## config.mk

```make
export PLATFORM = sky130hd
export DESIGN_NAME = pixel_cds_marker_strip_top
export DESIGN_NICKNAME = d
export VERILOG_FILES = /design/src/rtl/core/pcms_pkg.sv /design/src/rtl/core/pcms_pos.sv /design/src/rtl/core/pcms_strip.sv /design/src/rtl/core/pcms_cds.sv /design/src/rtl/core/pixel_cds_marker_strip_top.sv
export SDC_FILE = /design/constraint.sdc
export NUM_CORES = 1
export LEC_CHECK = 0
export BUFFER_PORTS_ARGS = -buffer_cell sky130_fd_sc_hd__buf_2
export CAP_MARGIN = 5
export CORE_ASPECT_RATIO = 1.5
export CORE_MARGIN = 10
export CORE_UTILIZATION = 57
export DETAILED_ROUTE_END_ITERATION = 10
export PLACE_DENSITY = 0.79
export SLEW_MARGIN = 20
export SYNTH_ARGS = -nofsm -noshare
export SYNTH_HDL_FRONTEND = slang
export SYNTH_SLANG_ARGS = --single-unit
```

## constraint.sdc

```tcl
create_clock -name clk -period 11.6 [get_ports clk]
set_input_delay 1.74 -clock clk [delete_from_list [all_inputs] [get_ports clk]]
set_output_delay 1.74 -clock clk [all_outputs]
set_load 0.05 [all_outputs]
```

## src/rtl/core/pcms_pkg.sv

```systemverilog
// pcms_pkg: shared constants and types for the pixel cds marker strip block
// no dependencies; used by every module under rtl/core
package pcms_pkg;

  // design constants
  localparam int MAX_MARKERS   = 8;
  localparam int MAX_ROW_WIDTH = 512;
  localparam int SAMPLE_BITS   = 16;

  // fixed field widths
  localparam int COORD_W  = 9;
  localparam int SAMPLE_W = 16;
  localparam int RWIDTH_W = 10;
  localparam int MCOUNT_W = 4;
  localparam int MREG_W   = 36;
  localparam int SLOT_W   = $clog2(MAX_MARKERS + 1);
  localparam int BELOW_W  = $clog2(MAX_MARKERS + 1);

  // stream word widths, padded to whole bytes
  localparam int IN_DATA_W  = 72;
  localparam int OUT_DATA_W = 88;

  // configuration port
  localparam int CFG_IDX_W  = 3;
  localparam int CFG_DATA_W = MREG_W;

  typedef enum logic [CFG_IDX_W-1:0] {
    CFG_POLARITY_NEG = 3'd0,
    CFG_THREE_FRAME  = 3'd1,
    CFG_STRIP        = 3'd2,
    CFG_ROW_WIDTH    = 3'd3,
    CFG_MARKER_COUNT = 3'd4,
    CFG_MARKERS_LOW  = 3'd5,
    CFG_MARKERS_HIGH = 3'd6
  } cfg_idx_t;

  // reset values of the registers
  localparam logic [RWIDTH_W-1:0] ROW_WIDTH_RST    = 10'd264;
  localparam logic [MCOUNT_W-1:0] MARKER_COUNT_RST = 4'd8;

  // marker setup seen by the column stripper
  typedef struct packed {
    logic                            strip;
    logic [MCOUNT_W-1:0]             count;
    logic [7:0][COORD_W-1:0]         slots;
  } strip_cfg_t;

  // stripper result
  typedef struct packed {
    logic               drop;
    logic [COORD_W-1:0] column;
  } strip_res_t;

endpackage

```

## src/rtl/core/pcms_pos.sv

```systemverilog
// pcms_pos: raw pixel column and row tracking in scan order
// depends on pcms_pkg
module pcms_pos (
  input  logic                         clk,
  input  logic                         rst_n,
  input  logic                         advance,      // raw word accepted
  input  logic                         frame_start,
  input  logic [pcms_pkg::RWIDTH_W-1:0] row_width,
  output logic [pcms_pkg::COORD_W-1:0] cur_column,
  output logic [pcms_pkg::COORD_W-1:0] cur_row
);

  logic [pcms_pkg::COORD_W-1:0]  col_r, col_nxt;
  logic [pcms_pkg::COORD_W-1:0]  row_r, row_nxt;
  logic [pcms_pkg::RWIDTH_W-1:0] next_col;
  logic                          wrap;

  // frame start restarts the scan at the origin
  always_comb begin
    cur_column = frame_start ? '0 : col_r;
    cur_row    = frame_start ? '0 : row_r;
  end

  // column increments and wraps into the next row
  always_comb begin
    next_col = {1'b0, cur_column} + pcms_pkg::RWIDTH_W'(1);
    wrap     = (next_col >= row_width) ||
               (next_col >= pcms_pkg::RWIDTH_W'(pcms_pkg::MAX_ROW_WIDTH));
    col_nxt  = col_r;
    row_nxt  = row_r;
    if (advance) begin
      if (wrap) begin
        col_nxt = '0;
        row_nxt = cur_row + pcms_pkg::COORD_W'(1);
      end else begin
        col_nxt = next_col[pcms_pkg::COORD_W-1:0];
        row_nxt = cur_row;
      end
    end
  end

  always_ff @(posedge clk) begin
    if (!rst_n) begin
      col_r <= '0;
      row_r <= '0;
    end else begin
      col_r <= col_nxt;
      row_r <= row_nxt;
    end
  end

endmodule

```

## src/rtl/core/pcms_strip.sv

```systemverilog
// pcms_strip: marker column compare and column remap, eight parallel slots
// depends on pcms_pkg
module pcms_strip (
  input  pcms_pkg::strip_cfg_t          cfg,
  input  logic [pcms_pkg::COORD_W-1:0]  column,
  output pcms_pkg::strip_res_t          res
);

  logic [pcms_pkg::SLOT_W-1:0]   used;
  logic [pcms_pkg::MAX_MARKERS-1:0] hit;
  logic [pcms_pkg::MAX_MARKERS-1:0] below;
  logic [pcms_pkg::BELOW_W-1:0]  below_cnt;

  // slots in use saturate at the slot count
  always_comb begin
    if (cfg.count > pcms_pkg::MCOUNT_W'(pcms_pkg::MAX_MARKERS)) begin
      used = pcms_pkg::SLOT_W'(pcms_pkg::MAX_MARKERS);
    end else begin
      used = pcms_pkg::SLOT_W'(cfg.count);
    end
  end

  // per-slot compares and count of markers below the column
  always_comb begin
    below_cnt = '0;
    for (int i = 0; i < pcms_pkg::MAX_MARKERS; i++) begin
      hit[i]   = (pcms_pkg::SLOT_W'(i) < used) && (cfg.slots[i] == column);
      below[i] = (pcms_pkg::SLOT_W'(i) < used) && (cfg.slots[i] < column);
      below_cnt = below_cnt + pcms_pkg::BELOW_W'(below[i]);
    end
  end

  always_comb begin
    if (cfg.strip) begin
      res.drop   = |hit;
      res.column = column - pcms_pkg::COORD_W'(below_cnt);
    end else begin
      res.drop   = 1'b0;
      res.column = column;
    end
  end

endmodule

```

## src/rtl/core/pcms_cds.sv

```systemverilog
// pcms_cds: correlated double sample with frame pair selection and polarity
// depends on pcms_pkg
module pcms_cds (
  input  logic                                polarity_neg,
  input  logic                                three_frame,
  input  logic                                pivot_passed,
  input  logic signed [pcms_pkg::SAMPLE_W-1:0] sample_one,
  input  logic signed [pcms_pkg::SAMPLE_W-1:0] sample_two,
  input  logic signed [pcms_pkg::SAMPLE_W-1:0] sample_three,
  output logic signed [pcms_pkg::SAMPLE_W-1:0] double_sample
);

  logic signed [pcms_pkg::SAMPLE_W:0] minuend;
  logic signed [pcms_pkg::SAMPLE_W:0] subtrahend;
  logic signed [pcms_pkg::SAMPLE_W:0] diff;
  logic signed [pcms_pkg::SAMPLE_W:0] signed_diff;

  // pick frame pair, subtract, apply polarity, wrap to sample width
  always_comb begin
    if (three_frame && !pivot_passed) begin
      minuend    = (pcms_pkg::SAMPLE_W+1)'(sample_three);
      subtrahend = (pcms_pkg::SAMPLE_W+1)'(sample_two);
    end else begin
      minuend    = (pcms_pkg::SAMPLE_W+1)'(sample_two);
      subtrahend = (pcms_pkg::SAMPLE_W+1)'(sample_one);
    end
    diff          = minuend - subtrahend;
    signed_diff   = polarity_neg ? -diff : diff;
    double_sample = pcms_pkg::SAMPLE_W'($signed(signed_diff[pcms_pkg::SAMPLE_BITS-1:0]));
  end

endmodule

```

## src/rtl/core/pixel_cds_marker_strip_top.sv

```systemverilog
// pixel_cds_marker_strip_top: pixel readout with double sampling and marker strip
// depends on pcms_pkg, pcms_pos, pcms_strip, pcms_cds
// an accepted input word's result is registered and shows on out_ in the next cycle
// one word per cycle while out_tready is high; the single output register frees as taken
// marker words are dropped in the same cycle, so no result appears for them
// reset (rst_n low, synchronous) clears counters, output valid and config to defaults
module pixel_cds_marker_strip_top (
  input  logic                             clk,
  input  logic                             rst_n,
  // input stream
  input  logic                             in_tvalid,
  output logic                             in_tready,
  // frame_start[0], sample_one[16:1], sample_two[32:17], sample_three[48:33],
  // pivot_passed[49], sparse_column[58:50], sparse_row[67:59], zero pad
  input  logic [pcms_pkg::IN_DATA_W-1:0]   in_tdata,
  // func[0]
  input  logic                             in_tuser,
  // result stream
  output logic                             out_tvalid,
  input  logic                             out_tready,
  // out_column[8:0], out_row[17:9], out_sample_one[33:18],
  // out_sample_two[49:34], out_sample_three[65:50], double_sample[81:66], zero pad
  output logic [pcms_pkg::OUT_DATA_W-1:0]  out_tdata,
  // from_sparse[0]
  output logic                             out_tuser,
  // configuration writes
  input  logic                             cfg_valid,
  output logic                             cfg_ready,
  input  logic [pcms_pkg::CFG_IDX_W-1:0]   cfg_index,
  input  logic [pcms_pkg::CFG_DATA_W-1:0]  cfg_data
);

  localparam int CW = pcms_pkg::COORD_W;
  localparam int SW = pcms_pkg::SAMPLE_W;

  // configuration registers
  logic                          polarity_neg_r;
  logic                          three_frame_r;
  logic                          strip_r;
  logic [pcms_pkg::RWIDTH_W-1:0] row_width_r;
  logic [pcms_pkg::MCOUNT_W-1:0] marker_count_r;
  logic [pcms_pkg::MREG_W-1:0]   markers_low_r;
  logic [pcms_pkg::MREG_W-1:0]   markers_high_r;

  // input word fields
  logic                 func;
  logic                 frame_start;
  logic signed [SW-1:0] sample_one;
  logic signed [SW-1:0] sample_two;
  logic signed [SW-1:0] sample_three;
  logic                 pivot_passed;
  logic [CW-1:0]        sparse_column;
  logic [CW-1:0]        sparse_row;

  logic                 in_acc;
  logic [CW-1:0]        raw_column;
  logic [CW-1:0]        raw_row;
  logic [CW-1:0]        pix_column;
  pcms_pkg::strip_cfg_t strip_cfg;
  pcms_pkg::strip_res_t strip_res;
  logic signed [SW-1:0] ds;

  // result register
  logic                 out_valid_r, out_valid_nxt;
  logic                 from_sparse_r;
  logic [CW-1:0]        column_r;
  logic [CW-1:0]        row_r;
  logic [SW-1:0]        s1_r;
  logic [SW-1:0]        s2_r;
  logic [SW-1:0]        s3_r;
  logic [SW-1:0]        ds_r;

  // unpack input word
  always_comb begin
    func          = in_tuser;
    frame_start   = in_tdata[0];
    sample_one    = in_tdata[16:1];
    sample_two    = in_tdata[32:17];
    sample_three  = in_tdata[48:33];
    pivot_passed  = in_tdata[49];
    sparse_column = in_tdata[58:50];
    sparse_row    = in_tdata[67:59];
  end

  // handshakes
  assign cfg_ready = 1'b1;
  assign in_tready = !out_valid_r || out_tready;
  assign in_acc    = in_tvalid && in_tready;

  // configuration write
  always_ff @(posedge clk) begin
    if (!rst_n) begin
      polarity_neg_r <= 1'b1;
      three_frame_r  <= 1'b1;
      strip_r        <= 1'b0;
      row_width_r    <= pcms_pkg::ROW_WIDTH_RST;
      marker_count_r <= pcms_pkg::MARKER_COUNT_RST;
      markers_low_r  <= '0;
      markers_high_r <= '0;
    end else if (cfg_valid && cfg_ready) begin
      unique case (cfg_index)
        pcms_pkg::CFG_POLARITY_NEG: polarity_neg_r <= cfg_data[0];
        pcms_pkg::CFG_THREE_FRAME:  three_frame_r  <= cfg_data[0];
        pcms_pkg::CFG_STRIP:        strip_r        <= cfg_data[0];
        pcms_pkg::CFG_ROW_WIDTH:    row_width_r    <= cfg_data[pcms_pkg::RWIDTH_W-1:0];
        pcms_pkg::CFG_MARKER_COUNT: marker_count_r <= cfg_data[pcms_pkg::MCOUNT_W-1:0];
        pcms_pkg::CFG_MARKERS_LOW:  markers_low_r  <= cfg_data;
        pcms_pkg::CFG_MARKERS_HIGH: markers_high_r <= cfg_data;
        default: ;
      endcase
    end
  end

  // scan position of raw pixels
  pcms_pos u_pos (
    .clk         (clk),
    .rst_n       (rst_n),
    .advance     (in_acc && !func),
    .frame_start (frame_start),
    .row_width   (row_width_r),
    .cur_column  (raw_column),
    .cur_row     (raw_row)
  );

  // marker slot layout
  always_comb begin
    strip_cfg.strip = strip_r;
    strip_cfg.count = marker_count_r;
    for (int i = 0; i < 4; i++) begin
      strip_cfg.slots[i]   = markers_low_r[i*CW +: CW];
      strip_cfg.slots[i+4] = markers_high_r[i*CW +: CW];
    end
  end

  assign pix_column = func ? sparse_column : raw_column;

  pcms_strip u_strip (
    .cfg    (strip_cfg),
    .column (pix_column),
    .res    (strip_res)
  );

  pcms_cds u_cds (
    .polarity_neg  (polarity_neg_r),
    .three_frame   (three_frame_r),
    .pivot_passed  (pivot_passed),
    .sample_one    (sample_one),
    .sample_two    (sample_two),
    .sample_three  (sample_three),
    .double_sample (ds)
  );

  // output valid control
  always_comb begin
    out_valid_nxt = out_valid_r;
    if (in_tready) begin
      out_valid_nxt = in_acc && !strip_res.drop;
    end
  end

  always_ff @(posedge clk) begin
    if (!rst_n) begin
      out_valid_r <= 1'b0;
    end else begin
      out_valid_r <= out_valid_nxt;
    end
  end

  // result payload
  always_ff @(posedge clk) begin
    if (in_acc && !strip_res.drop) begin
      from_sparse_r <= func;
      column_r      <= strip_res.column;
      s1_r          <= sample_one;
      if (func) begin
        row_r <= sparse_row;
        s2_r  <= '0;
        s3_r  <= '0;
        ds_r  <= '0;
      end else begin
        row_r <= raw_row;
        s2_r  <= sample_two;
        s3_r  <= three_frame_r ? sample_three : '0;
        ds_r  <= ds;
      end
    end
  end

  assign out_tvalid = out_valid_r;
  assign out_tuser  = from_sparse_r;
  assign out_tdata  = {6'd0, ds_r, s3_r, s2_r, s1_r, row_r, column_r};

endmodule

```

## After elaboration in Yosys (flattened, before gate mapping)

Cells that the tools add are included.
Widths: inputs -> output; s select.

| cells by class | value |
|---|---|
| magnitude comparators | 19 |
| reduce and logical (&&, ||, !) cells | 36 |
| bitwise operators | 1 |
| muxes and demuxes | 11 |
| add/sub/neg operators | 12 |
| equality and inequality tests | 14 |

Operator list:

| cell | number |
|---|---|
| $eq 9x9->1 | 8 |
| $lt 9x9->1 | 8 |
| $mux 9 | 6 |
| $mux 16 | 3 |
| $add 4x1->4 | 6 |
| $logic_and 1x1->1 | 20 |
| $lt 3x4->1 const A | 4 |
| $neg 16->16 | 1 |
| $sub 16x16->16 | 1 |
| $reduce_and 2->1 | 7 |
| $add 9x1->10 const B | 1 |
| $ge 10x10->1 | 1 |
| $ge 10x10->1 const B | 1 |
| $mux 10 | 1 |
| $add 9x1->9 const B | 1 |
| $eq 3x3->1 const B | 3 |
| $sub 9x4->9 | 1 |
| $lt 1x4->1 const A | 2 |
| $lt 2x4->1 const A | 2 |
| $reduce_or 8->1 | 1 |
| $eq 3x2->1 const B | 2 |
| $gt 4x4->1 const B | 1 |
| $logic_not 1->1 | 4 |
| $mux 4 | 1 |
| 6 further kinds | 7 |

| storage, ports and cells | value |
|---|---|
| logic and storage cells | 110 |
| bits of input ports | 117 |
| flip-flop bits (word level) | 191 |

## Logic depth before layout (Yosys ltp)

Gate-level depths: netlist of run 1.

| logic depth | value |
|---|---|
| depth in word-level cells | 15 |
| mapped depth | 26 |
| mapped depth without buffers | 25 |

## Cells and area by module

A second synthesis of run 1 with hierarchy kept.

| unflattened totals | value |
|---|---|
| cell total of the unflattened synthesis | 1,149 |
| area, all modules | 11,598.6 um^2 |

By module, submodules not included:

| module | cells an instance | times used | seq. area each (um^2) | area each (um^2) |
|---|---|---|---|---|
| pixel_cds_marker_strip_top | 511 | 1 | 4,294.1 | 6,591.3 |
| pcms_strip | 258 | 1 | 0.0 | 2,094.5 |
| pcms_pos | 195 | 1 | 360.3 | 1,486.4 |
| pcms_cds | 185 | 1 | 0.0 | 1,426.4 |

## Least setup slack after synthesis of run 1

OpenSTA, ideal clock, no wires.

| path | value |
|---|---|
| path kind | in2reg |
| from | input in_tuser |
| to | register column_r[0], enable pin |
| required time | 11,024 ps |
| stages on the path | 11 |
| slack | 2,446 ps |
| arrival time | 8,578 ps |
| cell sequence | clkbuf_1 buf_4 clkbuf_1 nor3_1 a21oi_1 ha_1 nand4_1 nor4_1 a2111oi_0 nand4_1 a31oi_1 |

| on the way | value |
|---|---|
| word-level cells in the longest chain between the ends | 7 |

RTL lines:

| what | RTL line | source |
|---|---|---|
| from (decl) | pixel_cds_marker_strip_top.sv:17 | `input logic in_tuser,` |
| $mux 9 * | pixel_cds_marker_strip_top.sv:135 | `assign pix_column = func ? sparse_column : raw_column;` |
| $eq 9x9->1 | pcms_strip.sv:27 | `hit[i] = (pcms_pkg::SLOT_W'(i) < used) && (cfg.slots[i] == column);` |
| $logic_and 1x1->1 | pcms_strip.sv:27 |  |
| $reduce_or 8->1 * | pcms_strip.sv:35 | `res.drop = \|hit;` |
| $mux 10 * | pcms_strip.sv:34 | `if (cfg.strip) begin` |
| $logic_not 1->1 * | pixel_cds_marker_strip_top.sv:171 | `if (in_acc && !strip_res.drop) begin` |
| $logic_and 1x1->1 * | pixel_cds_marker_strip_top.sv:171 |  |
| to (signal assigned) | pixel_cds_marker_strip_top.sv:173 | `column_r <= strip_res.column;` |
| to (decl) | pixel_cds_marker_strip_top.sv:66 | `logic [CW-1:0] column_r;` |

Mark *: on every way between the ends. The rest lies on a longest branch, timed or not.
A chain may end at the register's enable or synchronous reset.

==> impl_metrics.csv, run 1 <==
group,metric,value,unit
status,status,"finished, final reports clean",
timing,setup_violations,0,
layout,postLayoutCellArea,13100,sq um
grt,grt_max_degree,105,
placement,hpwl,22.7,mm
synthesis,synth_top_cell_by_area,"edfxtp_1",
worst_setup_path,required,11.79,ns
die,initial_core_util,0.577,
worst_setup_path,crit_path_start_kind,"input pin",
synthesis,synth_top_area_frac,0.220,
grt,grt_pass1_vias,9560,
worst_setup_path,r2r-start,"u_pos.col_r[1]",
synthesis,seq_area_frac_synth,0.411,
min_path,hp-class,"reg -> reg",
synthesis,synth.ff_latch_count,191,
min_path,whs_path_depth,2,
worst_setup_path,path_max_fanout,65,
die,io_pins,209,
grt,grt_use_total,0.230,
clock_network,clk_pin_slew,0.07,ns
min_path,hold_start,"row_width_r[7]",
worst_setup_path,crit-reg2reg-capture,"column_r[8]",
synthesis,synth_ff_type,"dfxtp_1",
timing,slew_violations,0,
detailed_routing,via_per_inst,5.70,
clock_network,clock_sinks,191,
clock_network,ctsHtreeMaxLevel,4,
worst_setup_path,cp-end-kind,"register",
worst_setup_path,setup.reg_to_reg.worst_slack,4.98,ns
power_and_ir_drop,vdd_ir_drop_max,97.2,uV
clock_network,cts_tree,"done",
detailed_routing,drtAntennaViolNets,0,
grt,grt_pass1_wl,47.5,mm
worst_setup_path,rr_worst_depth,23,
synthesis,synth.distinct_cells,68,
timing,max-slew-margin-rel,0.301,
timing,setup_tns,0,ns
layout,drive_gt1_frac,0.201,
detailed_routing,firstDrtPassIters,6,
layout,nNetsFinal,1609,
synthesis,syn_area,11300,sq um
die,die_y,193,microns
layout,final_cell_mix,"223 x nand2_1, 197 x buf_2, 108 x dfxtp_1, 98 x ha_1, 83 x edfxtp_1",
clock_network,hold_buffers,0,
clock_network,cts_setup_buffers,0,
grt,grt_overflow,0,
die,dieArea,26000,sq um
synthesis,synthesis.instances,1219,
synthesis,synth_warnings,0,
flow_run,max_cap_viol_count,0,
detailed_routing,wl_per_cell,18.2,microns
layout,syn_to_final_growth,15.7,%
min_path,min_delay_worst_endpoint,"row_width_r[7]",
die,num_rows,63,
die,core_area,19600,sq um
synthesis,synthArstFlopShare,0,
layout,final_util,0.667,
grt,busiest_layer,"met2",
timing,rsz0062_at_grt,"false",
detailed_routing,drt_iter0_markers,621,
clock_network,insertion_delay,0.45,ns
power_and_ir_drop,power-per-cell-area,142,nW/um^2
synthesis,syn_avg_cell_area,9.29,sq um
timing,fin_crit,8.43,ns
timing,tightest_slew,1.05,ns
grt,antenna_found_initial,2,
layout,final_common_cell,"nand2_1",
synthesis,synthTopCellsByArea,"edfxtp_1 22%, dfxtp_1 19%, ha_1 11%",
power_and_ir_drop,p_leak,0.00542,uW
timing,period_share,0.726,
synthesis,synth-edff-count,83,
placement,io_buffers,197,
clock_network,cts-root-buf,"clkbuf_16",
worst_setup_path,path_class,"in -> reg",
clock_network,cts_buffer_depth,2,
placement,placed_area,12500,sq um
power_and_ir_drop,total_power,1870,uW
die,die_w,135,microns
grt,met3_usage,0.0573,
worst_setup_path,arrival,8.62,ns
detailed_routing,drc_errors,0,
grt,gr-usage-met2,0.427,
detailed_routing,vias,9469,
clock_network,cts-resized-gates,0,
detailed_routing,routed_wl,30.2,mm
timing,final-hold-violation-count,0,
clock_network,numCtsBuffers,17,
timing,timing.fmax,119,MHz
placement,gp_congestion,0.928,
timing,clock_skew,0.0125,ns
grt,grtUsageMet1,0.232,
power by group:
group	internal, uW	total, uW	switching [uW]
sequential	741	753	11.6
combinational	177	509	332
clock	339	604	266
kinds of logic after synthesis:
kind of cell,count (synthesis),synth area share
and+or+nand+nor,457,0.189
DFF,191,0.411
adders and majority gates,110,0.124
muxes,44,0.0411
buffers and inverters,112,0.0410
xor gates and xnor gates,41,0.0317
AOI/OAI and AO/OA,262,0.161
other,2,0.000663
worst max-delay path: stages:
cell	delay (ns)
buf_2	0.08
buf_4	0.53
inv_1	0.32
mux2_2	0.39
inv_1	0.36
ha_1	0.33
a21o_1	0.18
maj3_1	0.34
a21o_1	0.18
a21oi_1	0.13
nor2_1	0.06
a2111oi_0	0.46
ha_1	0.33
inv_1	0.08
fa_1	0.42
fa_1	0.53
fa_1	0.48
fa_1	0.53
inv_1	0.06
fa_1	0.43
o21ai_0	0.19
a21oi_1	0.13
nand3_1	0.13
nor2_1	0.07
xnor2_1	0.11
worst max-delay path by stage:
| stage | start | end | cells past startpoint |
|---|---|---|---|
| 2_1_floorplan | in_tuser | column_r[0] | 11 |
| 3_3_place_gp | in_tuser | column_r[8] | 25 |
| 3_5_place_dp | in_tuser | column_r[8] | 25 |
| 4_1_cts | in_tuser | column_r[8] | 25 |
| 5_1_grt | in_tuser | column_r[8] | 25 |
| 6_report | in_tuser | column_r[8] | 25 |
layer usage:
| metal | routed length, microns | vias up |
|---|---|---|
| li1 | - | 4631 |
| met1 | 11100 | 4431 |
| met2 | 15800 | 325 |
| met3 | 2070 | 80 |
| met4 | 1260 | 2 |
| met5 | 18 | - |
synthesized netlist by cell type (6+ instances only):
master and instances:
a211oi_1 7, a21boi_0 82, a21o_1 27, a21oi_1 55, and2_1 21, buf_4 9, clkbuf_1 45, dfxtp_1 108
edfxtp_1 83, fa_1 6, ha_1 98, inv_1 50, maj3_1 6, mux2_2 20, mux2i_1 24, nand2_1 223
nand2b_1 18, nand3_1 21, nand4_1 26, nor2_1 55, nor2b_1 36, nor3_1 25, nor4_1 9, o211ai_1 11
o21ai_0 38, xnor2_1 24, xor2_1 17
stage by stage:
stage | setup WS (ns) | hold WS, ns | instances
5_1_grt | 2.88 | 0.485 | 1661
6_report | 3.17 | 0.464 | 1662
4_1_cts | 3.22 | 0.469 | 1661
2_1_floorplan | 2.45 | 0.443 | 1224
3_3_place_gp | 2.72 | 0.453 | 1629
3_5_place_dp | 2.67 | 0.460 | 1629
state kept, by name (all words and copies together), names as in the netlist:
name            cells
markers_low_r      36
ds_r               16
u_pos.row_r         9
row_width_r        10
marker_count_r      4
s3_r               16
u_pos.col_r         9
s1_r               16
out_tvalid          1
row_r               9
markers_high_r     36
s2_r               16
strip_r             1
three_frame_r       1
polarity_neg_r      1
out_tuser           1
column_r            9
cell type report:
class,count,area [sq um]
clock inverter,9,80.1
multi-input combinational,921,6260
tap,260,325
clock buffer,23,533
inverter,50,188
sequential,191,4650
timing repair buffer,207,1060
fill,1549,6530
antenna,1,2.50
Note: power is estimated with default switching activity, not from simulation.
==> inputs of run 2 (changes only) <==
--- a/config.mk
+++ b/config.mk
@@ -9,9 +9,9 @@
 export CAP_MARGIN = 5
 export CORE_ASPECT_RATIO = 1.5
 export CORE_MARGIN = 10
-export CORE_UTILIZATION = 57
+export CORE_UTILIZATION = 51
 export DETAILED_ROUTE_END_ITERATION = 10
-export PLACE_DENSITY = 0.79
+export PLACE_DENSITY = 0.75
 export SLEW_MARGIN = 20
 export SYNTH_ARGS = -nofsm -noshare
 export SYNTH_HDL_FRONTEND = slang
==> constraint.sdc (replaced) <==
create_clock -name clk -period 6.8 [get_ports clk]
set_input_delay 1.02 -clock clk [delete_from_list [all_inputs] [get_ports clk]]
set_output_delay 1.02 -clock clk [all_outputs]
set_load 0.05 [all_outputs]
==> impl_metrics.csv, run 2 (synthesis results as in run 1) <==
group,metric,value,unit
grt,gr-usage-met2,0.388,
detailed_routing,via_per_inst,5.61,
die,num_rows,66,
worst_setup_path,path_class,"in -> reg",
detailed_routing,vias,9516,
worst_setup_path,path_max_fanout,3,
timing,setup_ws,0.342,ns
timing,max-slew-margin-rel,0.370,
clock_network,insertion_delay,0.44,ns
grt,grtUsageMet1,0.226,
die,dieArea,28700,sq um
layout,syn_to_final_growth,16.9,%
flow_run,max_cap_viol_count,0,
timing,setup_violations,0,
grt,grt_overflow,0,
worst_setup_path,crit_path_start_kind,"input pin",
clock_network,cts_tree,"done",
worst_setup_path,rr_worst_depth,23,
layout,n_fill_cell,1917,
worst_setup_path,arrival,6.64,ns
worst_setup_path,required,6.98,ns
placement,hpwl,24.4,mm
placement,gp_congestion,0.949,
layout,final_common_cell,"nand2_1",
detailed_routing,firstDrtPassIters,5,
clock_network,clk_pin_slew,0.07,ns
grt,grt_use_total,0.213,
timing,tightest_slew,0.943,ns
power_and_ir_drop,vdd_ir_drop_max,166,uV
layout,final_util,0.607,
min_path,hp-class,"reg -> reg",
grt,antenna_found_initial,0,
timing,clock_skew,0.0120,ns
detailed_routing,routed_wl,31.3,mm
clock_network,ctsHtreeMaxLevel,4,
clock_network,numCtsBuffers,17,
worst_setup_path,worst_path_largest_cell_delay,0.52,ns
power_and_ir_drop,p_leak,0.00550,uW
detailed_routing,wl_per_cell,18.5,microns
timing,timing.fmax,155,MHz
grt,grt_max_degree,105,
detailed_routing,drtAntennaViolNets,0,
die,initial_core_util,0.519,
clock_network,hold_buffers,0,
worst_setup_path,crit_path_cell_trace,"buf_2, inv_2, mux2_2, inv_2, ha_1, a21o_1, maj3_1, a21o_1, a21oi_1, nor2_1, a2111oi_1, ha_1, inv_1, fa_1, fa_1, fa_1, fa_1, inv_1, fa_1, o21ai_0, a21oi_1, nand3_1, nor2_1, xnor2_1",
worst_setup_path,cp_common_cell,"fa_1",
placement,dp_worst_setup_slack,-0.119,ns
worst_setup_path,cp-end-kind,"register",
status,status,"finished, final reports clean",
clock_network,cts-root-buf,"clkbuf_16",
die,die_w,142,microns
clock_network,clock_sinks,191,
timing,rsz0062_at_grt,"false",
detailed_routing,drc_errors,0,
layout,diodes,0,
detailed_routing,drt_iter0_markers,581,
layout,drive_gt1_frac,0.212,
timing,final-hold-violation-count,0,
grt,busiest_layer,"met2",
layout,reg_top3,"markers_high_r: 36 flops, markers_low_r: 36 flops",
grt,grt_pass1_wl,49.3,mm
die,core_area,21800,sq um
worst_setup_path,crit_slowest_cell,"fa_1",
grt,grt_pass1_vias,9563,
die,die_y,202,microns
timing,slew_violations,0,
min_path,whs_path_depth,2,
power_and_ir_drop,power-per-cell-area,239,nW/um^2
timing,fin_crit,6.46,ns
grt,met3_usage,0.0507,
layout,final_cell_mix,"223 x nand2_1, 197 x buf_2, 108 x dfxtp_1, 98 x ha_1, 83 x edfxtp_1",
die,io_pins,209,
clock_network,cts_buffer_depth,2,
timing,period_share,0.950,
layout,nNetsFinal,1631,
placement,io_buffers,197,
run 2: routing by layer:
metal  vias up  share of wire
met5         -              0
li1       4674              -
met2       319           0.52
met3        62          0.064
met4         0          0.035
met1      4461           0.38
run 2: timing repair:
item	in CTS	in global routing
buffers inserted	0	0
setup endpoints to repair	0	2
gates resized for setup	0	1
run 2: path summary, 6_finish.rpt:
check                                        from  slack [ns]                 to
worst max-delay path                     in_tuser        0.34        column_r[8]
worst min-delay path            markers_low_r[27]        0.47  markers_low_r[27]
worst max register to register     u_pos.col_r[1]        0.66        column_r[8]
worst min register to register  markers_low_r[27]        0.47  markers_low_r[27]
run 2: critical path, delay by kind of cell:
kind                     cells  cell delay, ns
adder cells (fa/ha/maj)      8            3.27
AO/OA/AOI/OAI                6            1.25
buffers and inverters        5            0.39
multiplexers                 1            0.34
AND/OR/NAND/NOR              3            0.23
XOR/XNOR                     1            0.12
run 2: area by class of cell:
class,count,area [sq um],area share
multi-input combinational,921,6260,0.473
sequential,191,4650,0.352
timing repair buffer,229,1230,0.0926
clock buffer,18,429,0.0324
tap,272,340,0.0257
inverter,50,188,0.0142
clock inverter,14,143,0.0108
run 2: power breakdown:
part / switching (uW) / internal (uW)
Clock: 449 / 541
Sequential: 21.3 / 1260
Combinational: 573 / 315
run 2: per-stage QoR:
stage	TNS, ns	instances	power (uW)	hold slack [ns]	area (sq um)
CTS	0	1695	3180	0.470	13200
global placement	0	1663	2170	0.453	12700
detailed placement	-0.265	1663	2190	0.460	12700
floorplan	0	1224	1960	0.443	11300
finish	0	1695	3160	0.467	13200
global route	0	1695	3310	0.489	13200
